## src/mlfc_pkg.sv

```systemverilog
// ----------------------------------------------------------------------------
// mlfc_pkg
// Shared types and constants for the motion light fade controller.
// ----------------------------------------------------------------------------
`default_nettype none

package mlfc_pkg;

    // Event codes
    typedef enum logic [1:0] {
        OP_MS_TICK  = 2'd0,
        OP_MOTION   = 2'd1,
        OP_IR_KEY   = 2'd2,
        OP_SEC_TICK = 2'd3
    } opcode_t;

    // Configuration register indexes
    typedef enum logic [1:0] {
        CFG_FADE_STEP = 2'd0,
        CFG_OFF_DELAY = 2'd1,
        CFG_DUSK      = 2'd2
    } cfg_index_t;

    localparam int CFG_DATA_W  = 16;
    localparam int DELAY_W     = 26;
    localparam int TBL_IDX_W   = 5;

    localparam logic [31:0] KEY_POWER  = 32'd284151855;
    localparam logic [31:0] KEY_AUTO   = 32'd284125335;
    localparam logic [31:0] KEY_MANUAL = 32'd284125845;

    localparam logic [9:0] MS_PER_S = 10'd1000;

    localparam logic [7:0]         FADE_STEP_RST = 8'd35;
    localparam logic [15:0]        OFF_DELAY_RST = 16'd20;
    localparam logic [DELAY_W-1:0] DELAY_LIM_RST = 26'd20000;

    typedef struct packed {
        opcode_t     opcode;
        logic        motion_level;
        logic [31:0] key_code;
    } in_item_t;

    typedef struct packed {
        logic [7:0]  light_level;
        logic        auto_on;
        logic        motion_seen;
        logic        fade_busy;
        logic [15:0] secs_to_off;
        logic [15:0] secs_with_motion;
    } out_item_t;

    // Brightness curve; entries past the end read full scale
    function automatic logic [7:0] level_at(input logic [TBL_IDX_W-1:0] idx);
        logic [7:0] lvl;
        case (idx)
            5'd0:    lvl = 8'd0;
            5'd1:    lvl = 8'd1;
            5'd2:    lvl = 8'd2;
            5'd3:    lvl = 8'd3;
            5'd4:    lvl = 8'd4;
            5'd5:    lvl = 8'd6;
            5'd6:    lvl = 8'd8;
            5'd7:    lvl = 8'd12;
            5'd8:    lvl = 8'd16;
            5'd9:    lvl = 8'd22;
            5'd10:   lvl = 8'd29;
            5'd11:   lvl = 8'd39;
            5'd12:   lvl = 8'd51;
            5'd13:   lvl = 8'd67;
            5'd14:   lvl = 8'd86;
            5'd15:   lvl = 8'd109;
            5'd16:   lvl = 8'd136;
            5'd17:   lvl = 8'd170;
            5'd18:   lvl = 8'd209;
            default: lvl = 8'd255;
        endcase
        return lvl;
    endfunction

endpackage

`default_nettype wire

```

## src/motion_light_fade_controller.sv

```systemverilog
// Each input transfer's result is in the output register in the cycle after the transfer.
// Throughput: one event per cycle while results are taken; a stalled result
//   holds the input until it drains, then the next event enters that same edge.
// Reset (rst_n low, async): all state but the result payload to its idle values, light off, auto mode on,
//   config registers to 35 ms step, 20 s delay, dusk flag set; no result pending.
// ----------------------------------------------------------------------------
// motion_light_fade_controller
// Motion-activated light with table-driven fade up/down, one-shot off delay,
// IR key handling and saturating second counters.
// ----------------------------------------------------------------------------
`default_nettype none

module motion_light_fade_controller
    import mlfc_pkg::*;
#(
    parameter int FADE_STEPS = 20
)(
    input  wire logic                  clk,
    input  wire logic                  rst_n,
    // event channel
    input  wire logic                  in_valid,
    output logic                       in_stall,
    input  wire in_item_t              in_data,
    // result channel
    output logic                       out_valid,
    input  wire logic                  out_stall,
    output out_item_t                  out_data,
    // config write channel
    input  wire logic                  cfg_valid,
    output logic                       cfg_ready,
    input  wire logic [1:0]            cfg_index,
    input  wire logic [CFG_DATA_W-1:0] cfg_data
);

    localparam int IDX_W = (FADE_STEPS > 1) ? $clog2(FADE_STEPS) : 1;
    localparam logic [IDX_W-1:0] LAST_IDX = IDX_W'(FADE_STEPS - 1);

    // ------------------------------------------------------------------
    // Config registers. The delay limit in ms is formed at write time so
    // the tick path only compares.
    // ------------------------------------------------------------------
    logic [7:0]         fade_step_reg;
    logic [15:0]        off_delay_reg;
    logic [DELAY_W-1:0] delay_lim_reg;
    logic               dusk_reg;

    assign cfg_ready = 1'b1;

    always_ff @(posedge clk or negedge rst_n)
    begin
        if (!rst_n)
        begin
            fade_step_reg <= FADE_STEP_RST;
            off_delay_reg <= OFF_DELAY_RST;
            delay_lim_reg <= DELAY_LIM_RST;
            dusk_reg      <= 1'b1;
        end
        else if (cfg_valid && cfg_ready)
        begin
            case (cfg_index_t'(cfg_index))
                CFG_FADE_STEP: fade_step_reg <= cfg_data[7:0];
                CFG_OFF_DELAY:
                begin
                    off_delay_reg <= cfg_data;
                    delay_lim_reg <= DELAY_W'(cfg_data) * DELAY_W'(MS_PER_S);
                end
                CFG_DUSK:      dusk_reg <= cfg_data[0];
                default:       ;  // unmapped index, write dropped
            endcase
        end
    end

    // ------------------------------------------------------------------
    // Handshake: one result register. A new event enters whenever the
    // result register is empty or is being taken this cycle.
    // ------------------------------------------------------------------
    logic accept;
    logic out_valid_reg;

    assign in_stall  = out_valid_reg && out_stall;
    assign accept    = in_valid && !in_stall;
    assign out_valid = out_valid_reg;

    // ------------------------------------------------------------------
    // Controller state
    // ------------------------------------------------------------------
    logic               motion_reg,     motion_next;
    logic               fading_reg,     fading_next;
    logic               fade_up_reg,    fade_up_next;
    logic [IDX_W-1:0]   step_idx_reg,   step_idx_next;
    logic [7:0]         step_timer_reg, step_timer_next;
    logic               delay_arm_reg,  delay_arm_next;
    logic [DELAY_W-1:0] delay_tmr_reg,  delay_tmr_next;
    logic [7:0]         duty_reg,       duty_next;
    logic               auto_reg,       auto_next;
    logic               manual_reg,     manual_next;
    logic [15:0]        countdown_reg,  countdown_next;
    logic [15:0]        motion_s_reg,   motion_s_next;

    logic [7:0]         period;
    logic [7:0]         step_timer_inc;
    logic [DELAY_W-1:0] delay_tmr_inc;

    // a zero fade period behaves as one ms
    assign period         = (fade_step_reg == 8'd0) ? 8'd1 : fade_step_reg;
    assign step_timer_inc = step_timer_reg + 8'd1;
    assign delay_tmr_inc  = delay_tmr_reg + DELAY_W'(1);

    always_comb
    begin
        motion_next     = motion_reg;
        fading_next     = fading_reg;
        fade_up_next    = fade_up_reg;
        step_idx_next   = step_idx_reg;
        step_timer_next = step_timer_reg;
        delay_arm_next  = delay_arm_reg;
        delay_tmr_next  = delay_tmr_reg;
        duty_next       = duty_reg;
        auto_next       = auto_reg;
        manual_next     = manual_reg;
        countdown_next  = countdown_reg;
        motion_s_next   = motion_s_reg;

        case (in_data.opcode)
            OP_MS_TICK:
            begin
                // fade is served first, then the off delay
                if (fading_reg)
                begin
                    step_timer_next = step_timer_inc;
                    if (step_timer_inc >= period)
                    begin
                        step_timer_next = 8'd0;
                        duty_next       = level_at(TBL_IDX_W'(step_idx_reg));
                        if (fade_up_reg)
                        begin
                            if (step_idx_reg >= LAST_IDX)
                            begin
                                fading_next    = 1'b0;
                                countdown_next = 16'd0;
                            end
                            else
                            begin
                                step_idx_next = step_idx_reg + IDX_W'(1);
                            end
                        end
                        else
                        begin
                            if (step_idx_reg == '0)
                            begin
                                fading_next    = 1'b0;
                                countdown_next = 16'd0;
                            end
                            else
                            begin
                                step_idx_next = step_idx_reg - IDX_W'(1);
                            end
                        end
                    end
                end
                if (delay_arm_reg)
                begin
                    delay_tmr_next = delay_tmr_inc;
                    if (delay_tmr_inc >= delay_lim_reg)
                    begin
                        delay_arm_next = 1'b0;
                        if (!motion_reg && duty_next != 8'd0)
                        begin
                            manual_next = 1'b0;
                            if (!fading_next)
                            begin
                                fading_next     = 1'b1;
                                fade_up_next    = 1'b0;
                                step_idx_next   = LAST_IDX;
                                step_timer_next = 8'd0;
                            end
                        end
                    end
                end
            end

            OP_MOTION:
            begin
                if (in_data.motion_level != motion_reg)
                begin
                    motion_next = in_data.motion_level;
                    if (!in_data.motion_level)
                    begin
                        countdown_next = off_delay_reg;
                        motion_s_next  = 16'd0;
                        if (auto_reg)
                        begin
                            delay_tmr_next = '0;
                            delay_arm_next = 1'b1;
                        end
                    end
                    else if (auto_reg && (dusk_reg || manual_reg) && duty_reg == 8'd0)
                    begin
                        motion_s_next = 16'd0;
                        if (!fading_reg)
                        begin
                            delay_arm_next  = 1'b0;
                            fading_next     = 1'b1;
                            fade_up_next    = 1'b1;
                            step_idx_next   = '0;
                            step_timer_next = 8'd0;
                        end
                    end
                end
            end

            OP_IR_KEY:
            begin
                if (in_data.key_code == KEY_POWER)
                begin
                    duty_next = 8'd0;
                end
                else if (in_data.key_code == KEY_AUTO)
                begin
                    auto_next = !auto_reg;
                end
                else if (in_data.key_code == KEY_MANUAL)
                begin
                    manual_next = !dusk_reg && auto_reg && duty_reg == 8'd0;
                end
            end

            OP_SEC_TICK:
            begin
                if (!motion_reg)
                begin
                    if (countdown_reg != 16'd0)
                        countdown_next = countdown_reg - 16'd1;
                end
                else if (motion_s_reg != 16'hFFFF)
                begin
                    motion_s_next = motion_s_reg + 16'd1;
                end
            end

            default: ;
        endcase
    end

    always_ff @(posedge clk or negedge rst_n)
    begin
        if (!rst_n)
        begin
            motion_reg     <= 1'b0;
            fading_reg     <= 1'b0;
            fade_up_reg    <= 1'b1;
            step_idx_reg   <= '0;
            step_timer_reg <= 8'd0;
            delay_arm_reg  <= 1'b0;
            delay_tmr_reg  <= '0;
            duty_reg       <= 8'd0;
            auto_reg       <= 1'b1;
            manual_reg     <= 1'b0;
            countdown_reg  <= 16'd0;
            motion_s_reg   <= 16'd0;
            out_valid_reg  <= 1'b0;
        end
        else
        begin
            if (accept)
            begin
                motion_reg     <= motion_next;
                fading_reg     <= fading_next;
                fade_up_reg    <= fade_up_next;
                step_idx_reg   <= step_idx_next;
                step_timer_reg <= step_timer_next;
                delay_arm_reg  <= delay_arm_next;
                delay_tmr_reg  <= delay_tmr_next;
                duty_reg       <= duty_next;
                auto_reg       <= auto_next;
                manual_reg     <= manual_next;
                countdown_reg  <= countdown_next;
                motion_s_reg   <= motion_s_next;
            end
            if (accept)
                out_valid_reg <= 1'b1;
            else if (!out_stall)
                out_valid_reg <= 1'b0;
        end
    end

    // Result payload: the state after the event
    always_ff @(posedge clk)
    begin
        if (accept)
        begin
            out_data.light_level      <= duty_next;
            out_data.auto_on          <= auto_next;
            out_data.motion_seen      <= motion_next;
            out_data.fade_busy        <= fading_next;
            out_data.secs_to_off      <= countdown_next;
            out_data.secs_with_motion <= motion_s_next;
        end
    end

`ifndef SYNTHESIS
    // a stall on the input only comes from a held result
    a_stall_src: assert property (@(posedge clk) disable iff (!rst_n)
        in_stall |-> out_valid)
        else $error("input stalled with no pending result");

    // every accepted event leaves a result
    a_result: assert property (@(posedge clk) disable iff (!rst_n)
        accept |=> out_valid)
        else $error("accepted event produced no result");

    // the light level moves only on an event
    a_duty_hold: assert property (@(posedge clk) disable iff (!rst_n)
        !accept |=> $stable(duty_reg))
        else $error("duty changed without an event");

    // fade index stays within the curve
    a_idx_range: assert property (@(posedge clk) disable iff (!rst_n)
        step_idx_reg <= LAST_IDX)
        else $error("fade step index out of range");
`endif

endmodule

`default_nettype wire
```

## config.mk

```make
export PLATFORM = sky130hd
export DESIGN_NAME = motion_light_fade_controller
export DESIGN_NICKNAME = d
export VERILOG_FILES = /design/src/mlfc_pkg.sv /design/src/motion_light_fade_controller.sv
export SDC_FILE = /design/constraint.sdc
export NUM_CORES = 1
export LEC_CHECK = 0
export BUFFER_PORTS_ARGS = -buffer_cell sky130_fd_sc_hd__buf_2
export CAP_MARGIN = 20
export CORE_MARGIN = 5
export CORE_UTILIZATION = 55
export DETAILED_ROUTE_END_ITERATION = 12
export GPL_TIMING_DRIVEN = 0
export PLACE_DENSITY = 0.74
export SETUP_SLACK_MARGIN = 0.3
export SLEW_MARGIN = 20
export SYNTH_ARGS = -nofsm -noshare
export SYNTH_HDL_FRONTEND = slang
export SYNTH_SLANG_ARGS = --single-unit
export TNS_END_PERCENT = 30
```

## constraint.sdc

```tcl
create_clock -name clk -period 5.21 [get_ports clk]
set_clock_uncertainty 0.2 [all_clocks]
set_input_delay 0.7815 -clock clk [delete_from_list [all_inputs] [get_ports clk]]
set_output_delay 0.7815 -clock clk [all_outputs]
set_load 0.005 [all_outputs]
```

* After elaboration in Yosys (flattened, before gate mapping) *
Memory sizes are Yosys's and may differ from the RTL's.
Index checks and enable logic that the tools add are counted.
W data, S select, Z words.

storage, ports and cells
  register bits after elaboration = 177
  ROM bits = 256
  input port bits = 58
  output and inout port bits = 46
  word-level logic and storage cells = 186
  memories = 1

memory list
  memory            depth  bits a word  read ports  clocked after Yosys merged registers in  write ports  line            source
  (name not given)  32     8            1           0                                        0            mlfc_pkg.sv:56  case (idx)

operators by class
  $add $sub $neg = 6
  multiply operators = 1
  magnitude comparators = 3
  equal/unequal tests = 27
  muxes and demuxes = 96
  reduce and logical (&&, ||, !) cells = 29

operators by type and width
  operator                 number
  $mux W16                 14
  $mux W8                  15
  $mux W26                 4
  $eq A32 B29 Y1 const B   3
  $mux W5                  13
  $pmux W26 S2             1
  $pmux W16 S3             1
  $mux W1                  40
  $pmux W16 S2             1
  $pmux W8 S2              2
  $add A26 B1 Y26 const B  1
  $ge A26 B26 Y1           1
  $ne A2 B2 Y1 const B     13
  $mul A16 B7 Y23 const B  1
  $reduce_and A6 Y1        3
  $add A16 B1 Y16 const B  1
  $logic_not A8 Y1         2
  $ne A16 B16 Y1 const B   1
  $reduce_bool A16 Y1      1
  $sub A16 B1 Y16 const B  1
  $pmux W5 S2              1
  $reduce_and A10 Y1       1
  $ne A3 B3 Y1 const B     3
  $add A8 B1 Y8 const B    1
  other kinds (18)         37

* Logic depth before layout (Yosys ltp) *
Gate-level depths: netlist of run 1.

  depth after elaboration = 12
  gate-level depth with buffers = 17
  depth with buffers taken out = 17

* Worst setup path after synthesis of run 1 *
No wires, ideal clock.

  path kind = input to register
  start = in cfg_data[7]
  end = reg delay_lim_reg[24]
  setup time = 0.135 ns
  data arrival time = 4.492 ns
  data required time = 4.875 ns
  slack = 0.382 ns
  stages on the path = 17
  buffers on the path = 0
  path through = inv_1 fa_1 fa_1 inv_1 fa_1 inv_1 fa_1 inv_1 ha_1 o21ai_0 a21oi_1 nor3_1 a211oi_1 a211oi_1 o2bb2ai_1 xor2_1 o21ai_0

between the ends
  cells in the longest elaborated chain, start to end = 1

ends and longest elaborated chain
  element               line                                source
  from (decl)           motion_light_fade_controller.sv:32  input wire logic [CFG_DATA_W-1:0] cfg_data
  $mul A16 B7 Y23       motion_light_fade_controller.sv:65  delay_lim_reg <= DELAY_W'(cfg_data) * DELAY_W'(MS_PER_S);
  to (signal assigned)  motion_light_fade_controller.sv:65
  to (decl)             motion_light_fade_controller.sv:44  logic [DELAY_W-1:0] delay_lim_reg;

No other way between the ends.
A chain may end at the register's enable or synchronous reset.

* Final worst setup path of run 1 *
  start = in cfg_data[5]
  end = reg delay_lim_reg[24]

The elaborated chain is that of the path after synthesis.

==> flow_summary.ini, run 1 <==
[synthesis]
syn-mean-instance-area_um2 = 9.06
mappedNetlistArea_mm2 = 0.0131
synth.ff_latch_count = 175
most_used_flip_flop_cell_after_synthesis = dfrtp_1
yosys.cell_types.count = 78
biggest_area_contributors_in_the_synthesized_netlist = dfrtp_1, edfxtp_1, ha_1
count_of_flip_flops_with_a_built_in_enable_after_synthesis = 43
synth_top_area_share_pct = 22.8
synthesis.yosys.warnings = 0
instance_count_of_the_mapped_netlist = 1444
post-synth-top-area-cell = dfrtp_1
synth_seq_area_share_pct = 35.2
syn-num-nets = 1652
asr_flop_ratio_synth_pct = 75.4

[placement]
port_buffers = 102
place.gp.congestion = 0.947
place_area_mm2 = 0.0141
post-dp-hpwl_mm = 25.0

[worst_setup_path]
r2r-start = delay_tmr_reg[1]
r2r_slack_ns = 0.55
worst_r2r_path_cells = 17
critical_path_peak_fanout = 4
worst_setup_path_end_kind = flop
timing.setup.critical_path_class = input pin to flop
cp_data_required_time_ns = 5.32
timing.critical_path.from_type = input pin
crit_arrival_ns = 4.86
rr_endpoint = step_timer_reg[2]

[sta]
period_share_pct = 91.2
final.hold.worst_slack_ns = 0.0486
final_max_slew_viol_count = 0
timing.final.hold_violations = 0
timing.fmax_mhz = 210
finalWorstPathRequiredPeriod_ns = 4.75
slew_headroom_pct = 39.0
setup_repair_after_global_routing_missed_its_margin = true
report.final.setup_viol = 0
worst_pin_slew_ns = 0.903

[final_layout]
syn_to_final_growth_pct = 13.5
largest_register_ffs = 43
final_design_area_no_fill_mm2 = 0.0149
register_area_mm2 = 0.00461
drive_above_1_share_pct = 14.6
insertedDiodeCount = 0
design.final.nets = 1784
multi_input_area_mm2 = 0.00780
nFillCells = 1985

[hold_path]
hold_path.class = input pin to asynchronous set/reset pin

[detailed_routing]
avgRoutedWirePerCell_um = 17.2
drc = 0
route.detailed.vias_per_inst = 5.82
firstDrtPassIters = 5
detailed_route_iter0_violations = 765
route.vias.total = 11104
final_antenna_net_count = 0
drt_total_wl_mm = 32.9

[global_route]
global_route.usage.total_pct = 25.2
largest_net_degree_at_the_start_of_global_routing = 77
globalRouteOverflowTotal = 0
initial_antenna_violation_count = 0
via_count_of_the_first_global_routing_pass = 10908
global_route_wire_length_before_repair_mm = 54.5

[clock_network]
cts_buffers = 17
cts_tree = yes
cts_hold_buffers = 0
cts.root.buffer_cell = clkbuf_16
clkSinkCount = 175
cts.path.max_buffers = 2
clk-insertion-delay-late_ns = 0.44
htreeDepth = 4
worst_setup_hold_path_clk_slew_ns = 0.07

[flow_run]
max_cap_viols = 0

[run_status]
status = finished clean

[die]
floorplan.die.width_um = 164
die-area_mm2 = 0.0270
core_footprint_mm2 = 0.0235
rows = 56
die_h_um = 164
io_pins = 104
initial_utilization_pct = 55.7

[pwr]
peak_vdd_ir_mv = 0.241
power.static_leakage_nw = 6.76
power_density_mw_per_mm2 = 424
[layout make-up]
cell class / count / area share, %
buffer: 63 / 1.69
multi-input combinational: 1067 / 52.5
clock inverter: 12 / 0.986
tap: 319 / 2.69
clock buffer: 20 / 3.15
sequential: 175 / 31.0
inverter: 139 / 3.61
timing repair buffer: 113 / 4.28
[worst max path at each step]
stage / slack [ns] / to / startpoint
2_1_floorplan: 0.38 / delay_lim_reg[24] / cfg_data[7]
3_3_place_gp: -0.19 / delay_lim_reg[24] / cfg_data[5]
3_5_place_dp: -0.27 / delay_lim_reg[25] / cfg_data[5]
4_1_cts: 0.29 / delay_lim_reg[24] / cfg_data[5]
5_1_grt: 0.23 / delay_lim_reg[24] / cfg_data[6]
6_report: 0.46 / delay_lim_reg[24] / cfg_data[5]
[cell usage in the layout (no fill, tap or decap), types with 14 or more instances in the layout]
cell type  Yosys  layout
xnor2_1       23      23
dfrtp_1      119     119
edfxtp_1      43      43
mux2i_1       20      20
fa_1          54      54
buf_2          7     109
mux2_2        19      19
and3_1        14      14
clkbuf_1      47      48
inv_1        137     133
xor2_1        31      31
ha_1          96      93
a21o_1        17      17
nand4_1       15      15
nor2_1        85      84
nand2_1      181     181
nor3_1        35      34
a21oi_1       90      86
a22o_1        24      24
a31oi_1       17      15
nand3_1       33      33
clkbuf_16      0      18
o21ai_0      132     130
[what timing repair did]
action / 4_1_cts / 5_1_grt
setup endpoints to repair: 3 / 13
pin swaps: 1 / 4
resized for setup: 5 / 18
setup buffers: 4 / 5
gates cloned: 0 / 0
[worst max-delay path, cell delays in order]
cell	delay, ns
buf_2	0.17
clkinvlp_4	0.16
buf_4	0.16
fa_1	0.52
fa_1	0.44
fa_1	0.49
fa_1	0.51
inv_1	0.04
ha_1	0.35
a21oi_2	0.19
o21ai_0	0.12
nand2_1	0.13
a211oi_2	0.10
a211oi_2	0.28
o2bb2ai_1	0.18
xor2_1	0.15
o21ai_0	0.08
[power breakdown]
part / internal, mW / leakage [nW] / switching, mW / total [mW]
Clock: 0.760 / 0.305 / 0.570 / 1.33
Sequential: 1.70 / 2.04 / 0.204 / 1.90
Combinational: 1.26 / 4.42 / 1.81 / 3.07
[per-stage QoR]
stage / setup TNS (ns) / util, % / worst slack, ns / total power [mW] / instances
floorplan: 0 / - / 0.382 / 4.01 / 1444
global placement: -0.537 / 59.6 / -0.189 / 4.69 / 1865
detailed placement: -0.779 / 59.9 / -0.267 / 4.79 / 1867
CTS: 0 / 62.7 / 0.290 / 6.16 / 1903
global route: 0 / 63.3 / 0.233 / 6.80 / 1908
finish: 0 / 63.3 / 0.457 / 6.30 / 1908
[Yosys cell counts, types with 7 or more instances]
cell,number
nor3b_1,8
a21oi_1,90
nand2_1,181
o21ai_0,132
fa_1,54
o31ai_1,13
inv_1,137
edfxtp_1,43
clkbuf_1,47
ha_1,96
nor3_1,35
nand4_1,15
a211oi_1,11
buf_2,7
a21o_1,17
xnor2_1,23
buf_1,8
mux2_2,19
xor2_1,31
and3_1,14
nor2b_1,9
a22o_1,24
dfstp_2,13
dfrtp_1,119
nand2b_1,13
nor2_1,85
mux2i_1,20
nand3_1,33
o211ai_1,13
o2bb2ai_1,7
a31oi_1,17
[routing by layer]
metal | part of all wire, % | vias to the layer above | GRT usage, %
met2 | 49 | 369 | 42.4
li1 | - | 5345 | -
met3 | 6.4 | 60 | 4.17
met4 | 2.6 | 0 | 8.20
met1 | 42 | 5330 | 33.3
met5 | 0 | - | 0
[logic make-up after synthesis]
kind of cell,synth area share [%]
compound gates,17.8
xor+xnor,3.61
fa+ha+maj,17.4
buf+inv,5.89
flops,35.2
mux,3.17
other cells,0.0287
simple gates,16.8
(Power assumes the default switching activity.)
==> run 2, diff against run 1 <==
- clock period: 5.21 -> 6 ns (I/O delays scaled with it)
==> flow_summary.ini, run 2 (synthesis gave the netlist of run 1 again) <==
[clock_network]
cts_hold_buffers = 0
clk-insertion-delay-late_ns = 0.45
worst_setup_hold_path_clk_slew_ns = 0.07
cts_buffers = 17
cts_tree = yes
postCtsResizedCells = 0
cts.root.buffer_cell = clkbuf_16
cts.path.max_buffers = 2
clkSinkCount = 175
cts_setup_buffers = 0
htreeDepth = 4

[pwr]
peak_vdd_ir_mv = 0.187
power_density_mw_per_mm2 = 363
power.switching_mw = 2.18
internal_power_mw = 3.15
power.share.clock_pct = 21.8
seqPwrFrac_pct = 31.0
power.static_leakage_nw = 6.73
comb_power_share_pct = 47.3
power.switching_fraction_pct = 40.9

[final_layout]
final_cells = 1899
most_common_cell_after_layout_fill_and_taps_aside = nand2_1
syn_to_final_growth_pct = 12.1
design.final.nets = 1775
largest_register_ffs = 43
utilization_pct = 62.5
register_area_mm2 = 0.00461
final_design_area_no_fill_mm2 = 0.0147
drive_above_1_share_pct = 12.8
multi_input_area_mm2 = 0.00770
most-common-layout-cells = nand2_1, inv_1, o21ai_0, dfrtp_1, buf_2
insertedDiodeCount = 0
nFillCells = 2016

[sta]
slew_headroom_pct = 38.9
final_max_slew_viol_count = 0
setup_tns_after_final_layout_ns = 0
report.final.setup_viol = 0
timing.final.hold_violations = 0
period_share_pct = 84.8
finalWorstPathRequiredPeriod_ns = 5.09
worst_pin_slew_ns = 0.905
setup_repair_after_global_routing_missed_its_margin = false
timing.fmax_mhz = 197

[die]
io_pins = 104
rows = 56
floorplan.die.width_um = 164
die-area_mm2 = 0.0270
core_footprint_mm2 = 0.0235
die_h_um = 164
initial_utilization_pct = 55.7

[global_route]
largest_net_degree_at_the_start_of_global_routing = 77
via_count_of_the_first_global_routing_pass = 10886
globalRouteOverflowTotal = 0
initial_antenna_violation_count = 0
global_route_wire_length_before_repair_mm = 54.4
global_route.usage.total_pct = 25.2

[placement]
numPlacedInstances = 1867
place.gp.congestion = 0.947
post-dp-hpwl_mm = 25.0
port_buffers = 102
place_area_mm2 = 0.0141

[worst_setup_path]
timing.critical_path.max_delay_family = adder cells
crit_slowest_cell = fa_1
path_cells = buf_2 > inv_1 > fa_1 > fa_1 > inv_1 > fa_1 > inv_1 > fa_1 > inv_1 > ha_1 > a21oi_1 > o22ai_1 > a31oi_1 > a31oi_1 > a41oi_1 > a21oi_1 > xnor2_1 > o21ai_0
cp_data_required_time_ns = 6.12
crit_arrival_ns = 5.21
worst_setup_path_end_kind = flop
worst-path-buf-inv = 5
critical_path_peak_fanout = 5
slowest_delay_ns = 0.52
timing.critical_path.from_type = input pin
timing.setup.critical_path_class = input pin to flop

[detailed_routing]
route.detailed.vias_per_inst = 5.81
detailed_route_iter0_violations = 862
drt_total_wl_mm = 32.7
final_antenna_net_count = 0
drc = 0
avgRoutedWirePerCell_um = 17.2
route.vias.total = 11034
firstDrtPassIters = 6

[hold_path]
hold_path.class = input pin to asynchronous set/reset pin

[flow_run]
max_cap_viols = 0

[run_status]
status = finished clean
-- run 2: final cells by class --
cell class | instances | share of cell area [%]
Inverter | 139 | 3.56
Sequential cell | 175 | 31.4
Buffer | 63 | 1.71
Clock buffer | 20 | 3.19
Multi-Input combinational cell | 1067 | 52.5
Timing Repair Buffer | 104 | 3.87
Clock inverter | 12 | 0.998
Tap cell | 319 | 2.72
-- run 2: worst paths after layout --
check,from,endpoint,cells past startpoint,slack [ns]
worst min register to register,delay_lim_reg[11],delay_lim_reg[11],2,0.28
worst max register to register,delay_tmr_reg[1],step_timer_reg[2],17,1.26
max in group asynchronous,rst_n,delay_lim_reg[14],2,4.64
worst min-delay path,rst_n,fade_step_reg[6],1,0.16
worst max-delay path,cfg_data[5],delay_lim_reg[25],18,0.91
min in group clk,delay_lim_reg[11],delay_lim_reg[11],2,0.28
-- run 2: worst reg2reg max path, delay by kind of cell, from the launching register on --
family | cells | cell delay, ns
buf+inv | 1 | 0.17
flops | 1 | 0.44
xor+xnor | 1 | 0.17
fa+ha+maj | 2 | 0.55
simple gates | 8 | 2.17
compound gates | 5 | 0.99
-- run 2: per-layer routing --
layer  vias to the layer above  GRT usage, %  share of wire, %  wire length, um
met5                         -             0                 0                0
met4                         0          8.62               2.7              893
met3                        59          3.99               6.1             1990
met2                       333          42.0                49            15900
met1                      5315          33.5                43            13900
li1                       5327             -                 -                -
-- run 2: stage by stage --
step	hold slack [ns]	worst slack [ns]	power, mW
2_1_floorplan	0.249	1.05	3.49
3_3_place_gp	0.268	0.483	4.08
3_5_place_dp	0.270	0.405	4.16
4_1_cts	0.190	0.863	5.33
5_1_grt	0.197	0.625	5.76
6_report	0.163	0.911	5.33
-- run 2: power by group through the flow --
stage / Sequential, mW / Combinational (mW) / Clock, mW
after floorplan: 1.62 / 1.87 / 0
after global placement: 1.66 / 2.42 / 0
after detailed placement: 1.66 / 2.50 / 0
after CTS: 1.64 / 2.52 / 1.17
after global routing: 1.68 / 2.86 / 1.23
final: 1.65 / 2.52 / 1.16
==> run 3, diff against run 2 <==
- ABC_AREA: not set -> 1
- clock period: 6 -> 5.2 ns (I/O delays scaled with it)
==> flow_summary.ini, run 3 <==
[synthesis]
synth_seq_area_share_pct = 34.5
synth_top_area_share_pct = 22.3
share_of_synthesized_area_spent_on_multiplexers_pct = 0
synth-compound-area-share_pct = 12.4
post_synth_xor_area_fraction_pct = 3.74
yosys.cell_count.top_type = nand2_1
syn-num-nets = 1894
synth_top_family_by_area = simple AND/OR/NAND/NOR gates
asr_flop_ratio_synth_pct = 75.4
post-synth-top-area-cell = dfrtp_1
most_used_flip_flop_cell_after_synthesis = dfrtp_1
biggest_area_contributors_in_the_synthesized_netlist = dfrtp_1, nand2_1, edfxtp_1
synthesis.yosys.warnings = 0
instance_count_of_the_mapped_netlist = 1686
mappedNetlistArea_mm2 = 0.0134
netlist_top_cells_count = nand2_1, inv_1, o21ai_0, dfrtp_1, nor2_1
synthAdderAreaFrac_pct = 17.1
count_of_flip_flops_with_a_built_in_enable_after_synthesis = 43
yosys.cell_types.count = 57
synth_simple_gate_area_share_pct = 23.3
syn-mean-instance-area_um2 = 7.92
synth.ff_latch_count = 175

[hold_path]
hold_path.class = input pin to asynchronous set/reset pin

[sta]
slew_headroom_pct = 54.3
finalWorstPathRequiredPeriod_ns = 4.74
worst_pin_slew_ns = 0.686
final_max_slew_viol_count = 0
setup_tns_after_final_layout_ns = 0
timing.fmax_mhz = 211
timing.final.hold_violations = 0
post-route-worst-setup-slack_ns = 0.456
period_share_pct = 91.2
report.final.setup_viol = 0
setup_repair_after_global_routing_missed_its_margin = true

[worst_setup_path]
path_cells = buf_2 > clkinvlp_4 > fa_1 > fa_1 > inv_1 > fa_1 > inv_1 > fa_1 > inv_1 > ha_2 > nand2_1 > nor2_1 > nand2_1 > o21ai_0 > nand3_1 > nand2_1 > xnor2_1 > o21ai_0
timing.critical_path.from_type = input pin
worst_setup_path_startpoint = cfg_data[5]
critical_path_peak_fanout = 5
worst_setup_path_end_kind = flop
r2r-start = delay_tmr_reg[0]
timing.setup.critical_path_class = input pin to flop
cp_data_required_time_ns = 5.31
slowest_delay_ns = 0.53
crit_slowest_cell = fa_1
worst_path_most_repeated_cell = fa_1
crit_arrival_ns = 4.85

[die]
io_pins = 104
floorplan.die.width_um = 166
die_h_um = 166
rows = 57
core_footprint_mm2 = 0.0241
initial_utilization_pct = 55.4
die-area_mm2 = 0.0275

[detailed_routing]
route.vias.total = 11851
avgRoutedWirePerCell_um = 15.6
final_antenna_net_count = 0
route.detailed.vias_per_inst = 5.50
drt_total_wl_mm = 33.7
firstDrtPassIters = 5
detailed_route_iter0_violations = 663
drc = 0

[global_route]
global_route_wire_length_before_repair_mm = 56.7
globalRouteOverflowTotal = 0
via_count_of_the_first_global_routing_pass = 11944
largest_net_degree_at_the_start_of_global_routing = 69
global_route.usage.total_pct = 24.7
initial_antenna_violation_count = 0

[final_layout]
nFillCells = 2137
insertedDiodeCount = 0
final_design_area_no_fill_mm2 = 0.0151
syn_to_final_growth_pct = 12.8
largest_register_ffs = 43
drive_above_1_share_pct = 14.0
most_common_cell_after_layout_fill_and_taps_aside = nand2_1
most-common-layout-cells = nand2_1, inv_1, o21ai_0, dfrtp_1, buf_2
design.final.nets = 2024

[clock_network]
htreeDepth = 4
cts_buffers = 17
cts_hold_buffers = 0
clk-insertion-delay-late_ns = 0.44
cts_tree = yes
cts.root.buffer_cell = clkbuf_16
clkSinkCount = 175
cts.path.max_buffers = 2
worst_setup_hold_path_clk_slew_ns = 0.07

[flow_run]
max_cap_viols = 0

[pwr]
power.static_leakage_nw = 7.34
peak_vdd_ir_mv = 0.330
power_density_mw_per_mm2 = 456

[placement]
place_worst_setup_slack_ns = -0.191
place_area_mm2 = 0.0143
place.gp.congestion = 0.989
port_buffers = 100
post-dp-hpwl_mm = 26.0

[run_status]
status = finished clean
run 3: logic make-up (layout without fill, tap and decap cells):
family          after synthesis  count (layout)
flops                       175             175
fa+ha+maj                   150             150
buf+inv                     302             445
compound gates              292             292
other cells                   1               1
simple gates                709             709
xor+xnor                     57              57
run 3: final cells by class:
cell class,instances,area (um2),share of cell area (%)
Inverter,251,962,6.38
Timing Repair Buffer,111,628,4.17
Clock buffer,17,425,2.82
Clock inverter,15,173,1.15
Sequential cell,175,4610,30.6
Buffer,51,251,1.67
Tap cell,324,405,2.69
Multi-Input combinational cell,1209,7610,50.5
run 3: worst paths after layout:
path	depth (start not counted)	end	slack, ns
max	18	delay_lim_reg[21]	0.46
min	1	duty_reg[2]	0.06
max reg2reg	22	step_timer_reg[2]	1.08
min reg2reg	2	manual_reg	0.27
max in group asynchronous	2	delay_tmr_reg[15]	3.99
min in group clk	2	manual_reg	0.27
run 3: power by group:
| part | total (mW) | switching, mW | internal [mW] |
|---|---|---|---|
| sequential | 2.05 | 0.267 | 1.78 |
| clock | 1.30 | 0.612 | 0.688 |
| combinational | 3.53 | 2.19 | 1.33 |
| total | 6.88 | 3.07 | 3.80 |
run 3: per-stage QoR:
| step | power (mW) | std cells | util [%] | hold WS (ns) |
|---|---|---|---|---|
| after floorplan | 4.58 | 1686 | - | 0.234 |
| after global placement | 5.36 | 2110 | 59.2 | 0.246 |
| after detailed placement | 5.45 | 2112 | 59.4 | 0.258 |
| after CTS | 6.78 | 2148 | 62.1 | 0.0830 |
| after global routing | 7.53 | 2153 | 62.5 | 0.0969 |
| final | 6.88 | 2153 | 62.5 | 0.0574 |
run 3: timing repair:
action,4_1_cts,5_1_grt
setup buffers,4,5
hold endpoints to repair,0,0
resized for setup,2,23
pin swaps,0,4
endpoints found under the setup margin,2,8
run 3: critical path: cells and delay by family:
kind	cells	cell delay (ns)
AO/OA/AOI/OAI	2	0.41
XOR/XNOR	1	0.14
buffers and inverters	5	0.47
adder cells (fa/ha/maj)	5	2.43
AND/OR/NAND/NOR	5	0.62
run 3: metal layers:
metal	share of wire, %	up-vias	GRT usage, %
li1	-	5782	-
met1	42	5619	30.4
met2	49	366	43.2
met3	5.2	84	4.26
met4	3.4	0	9.86
met5	0	-	0
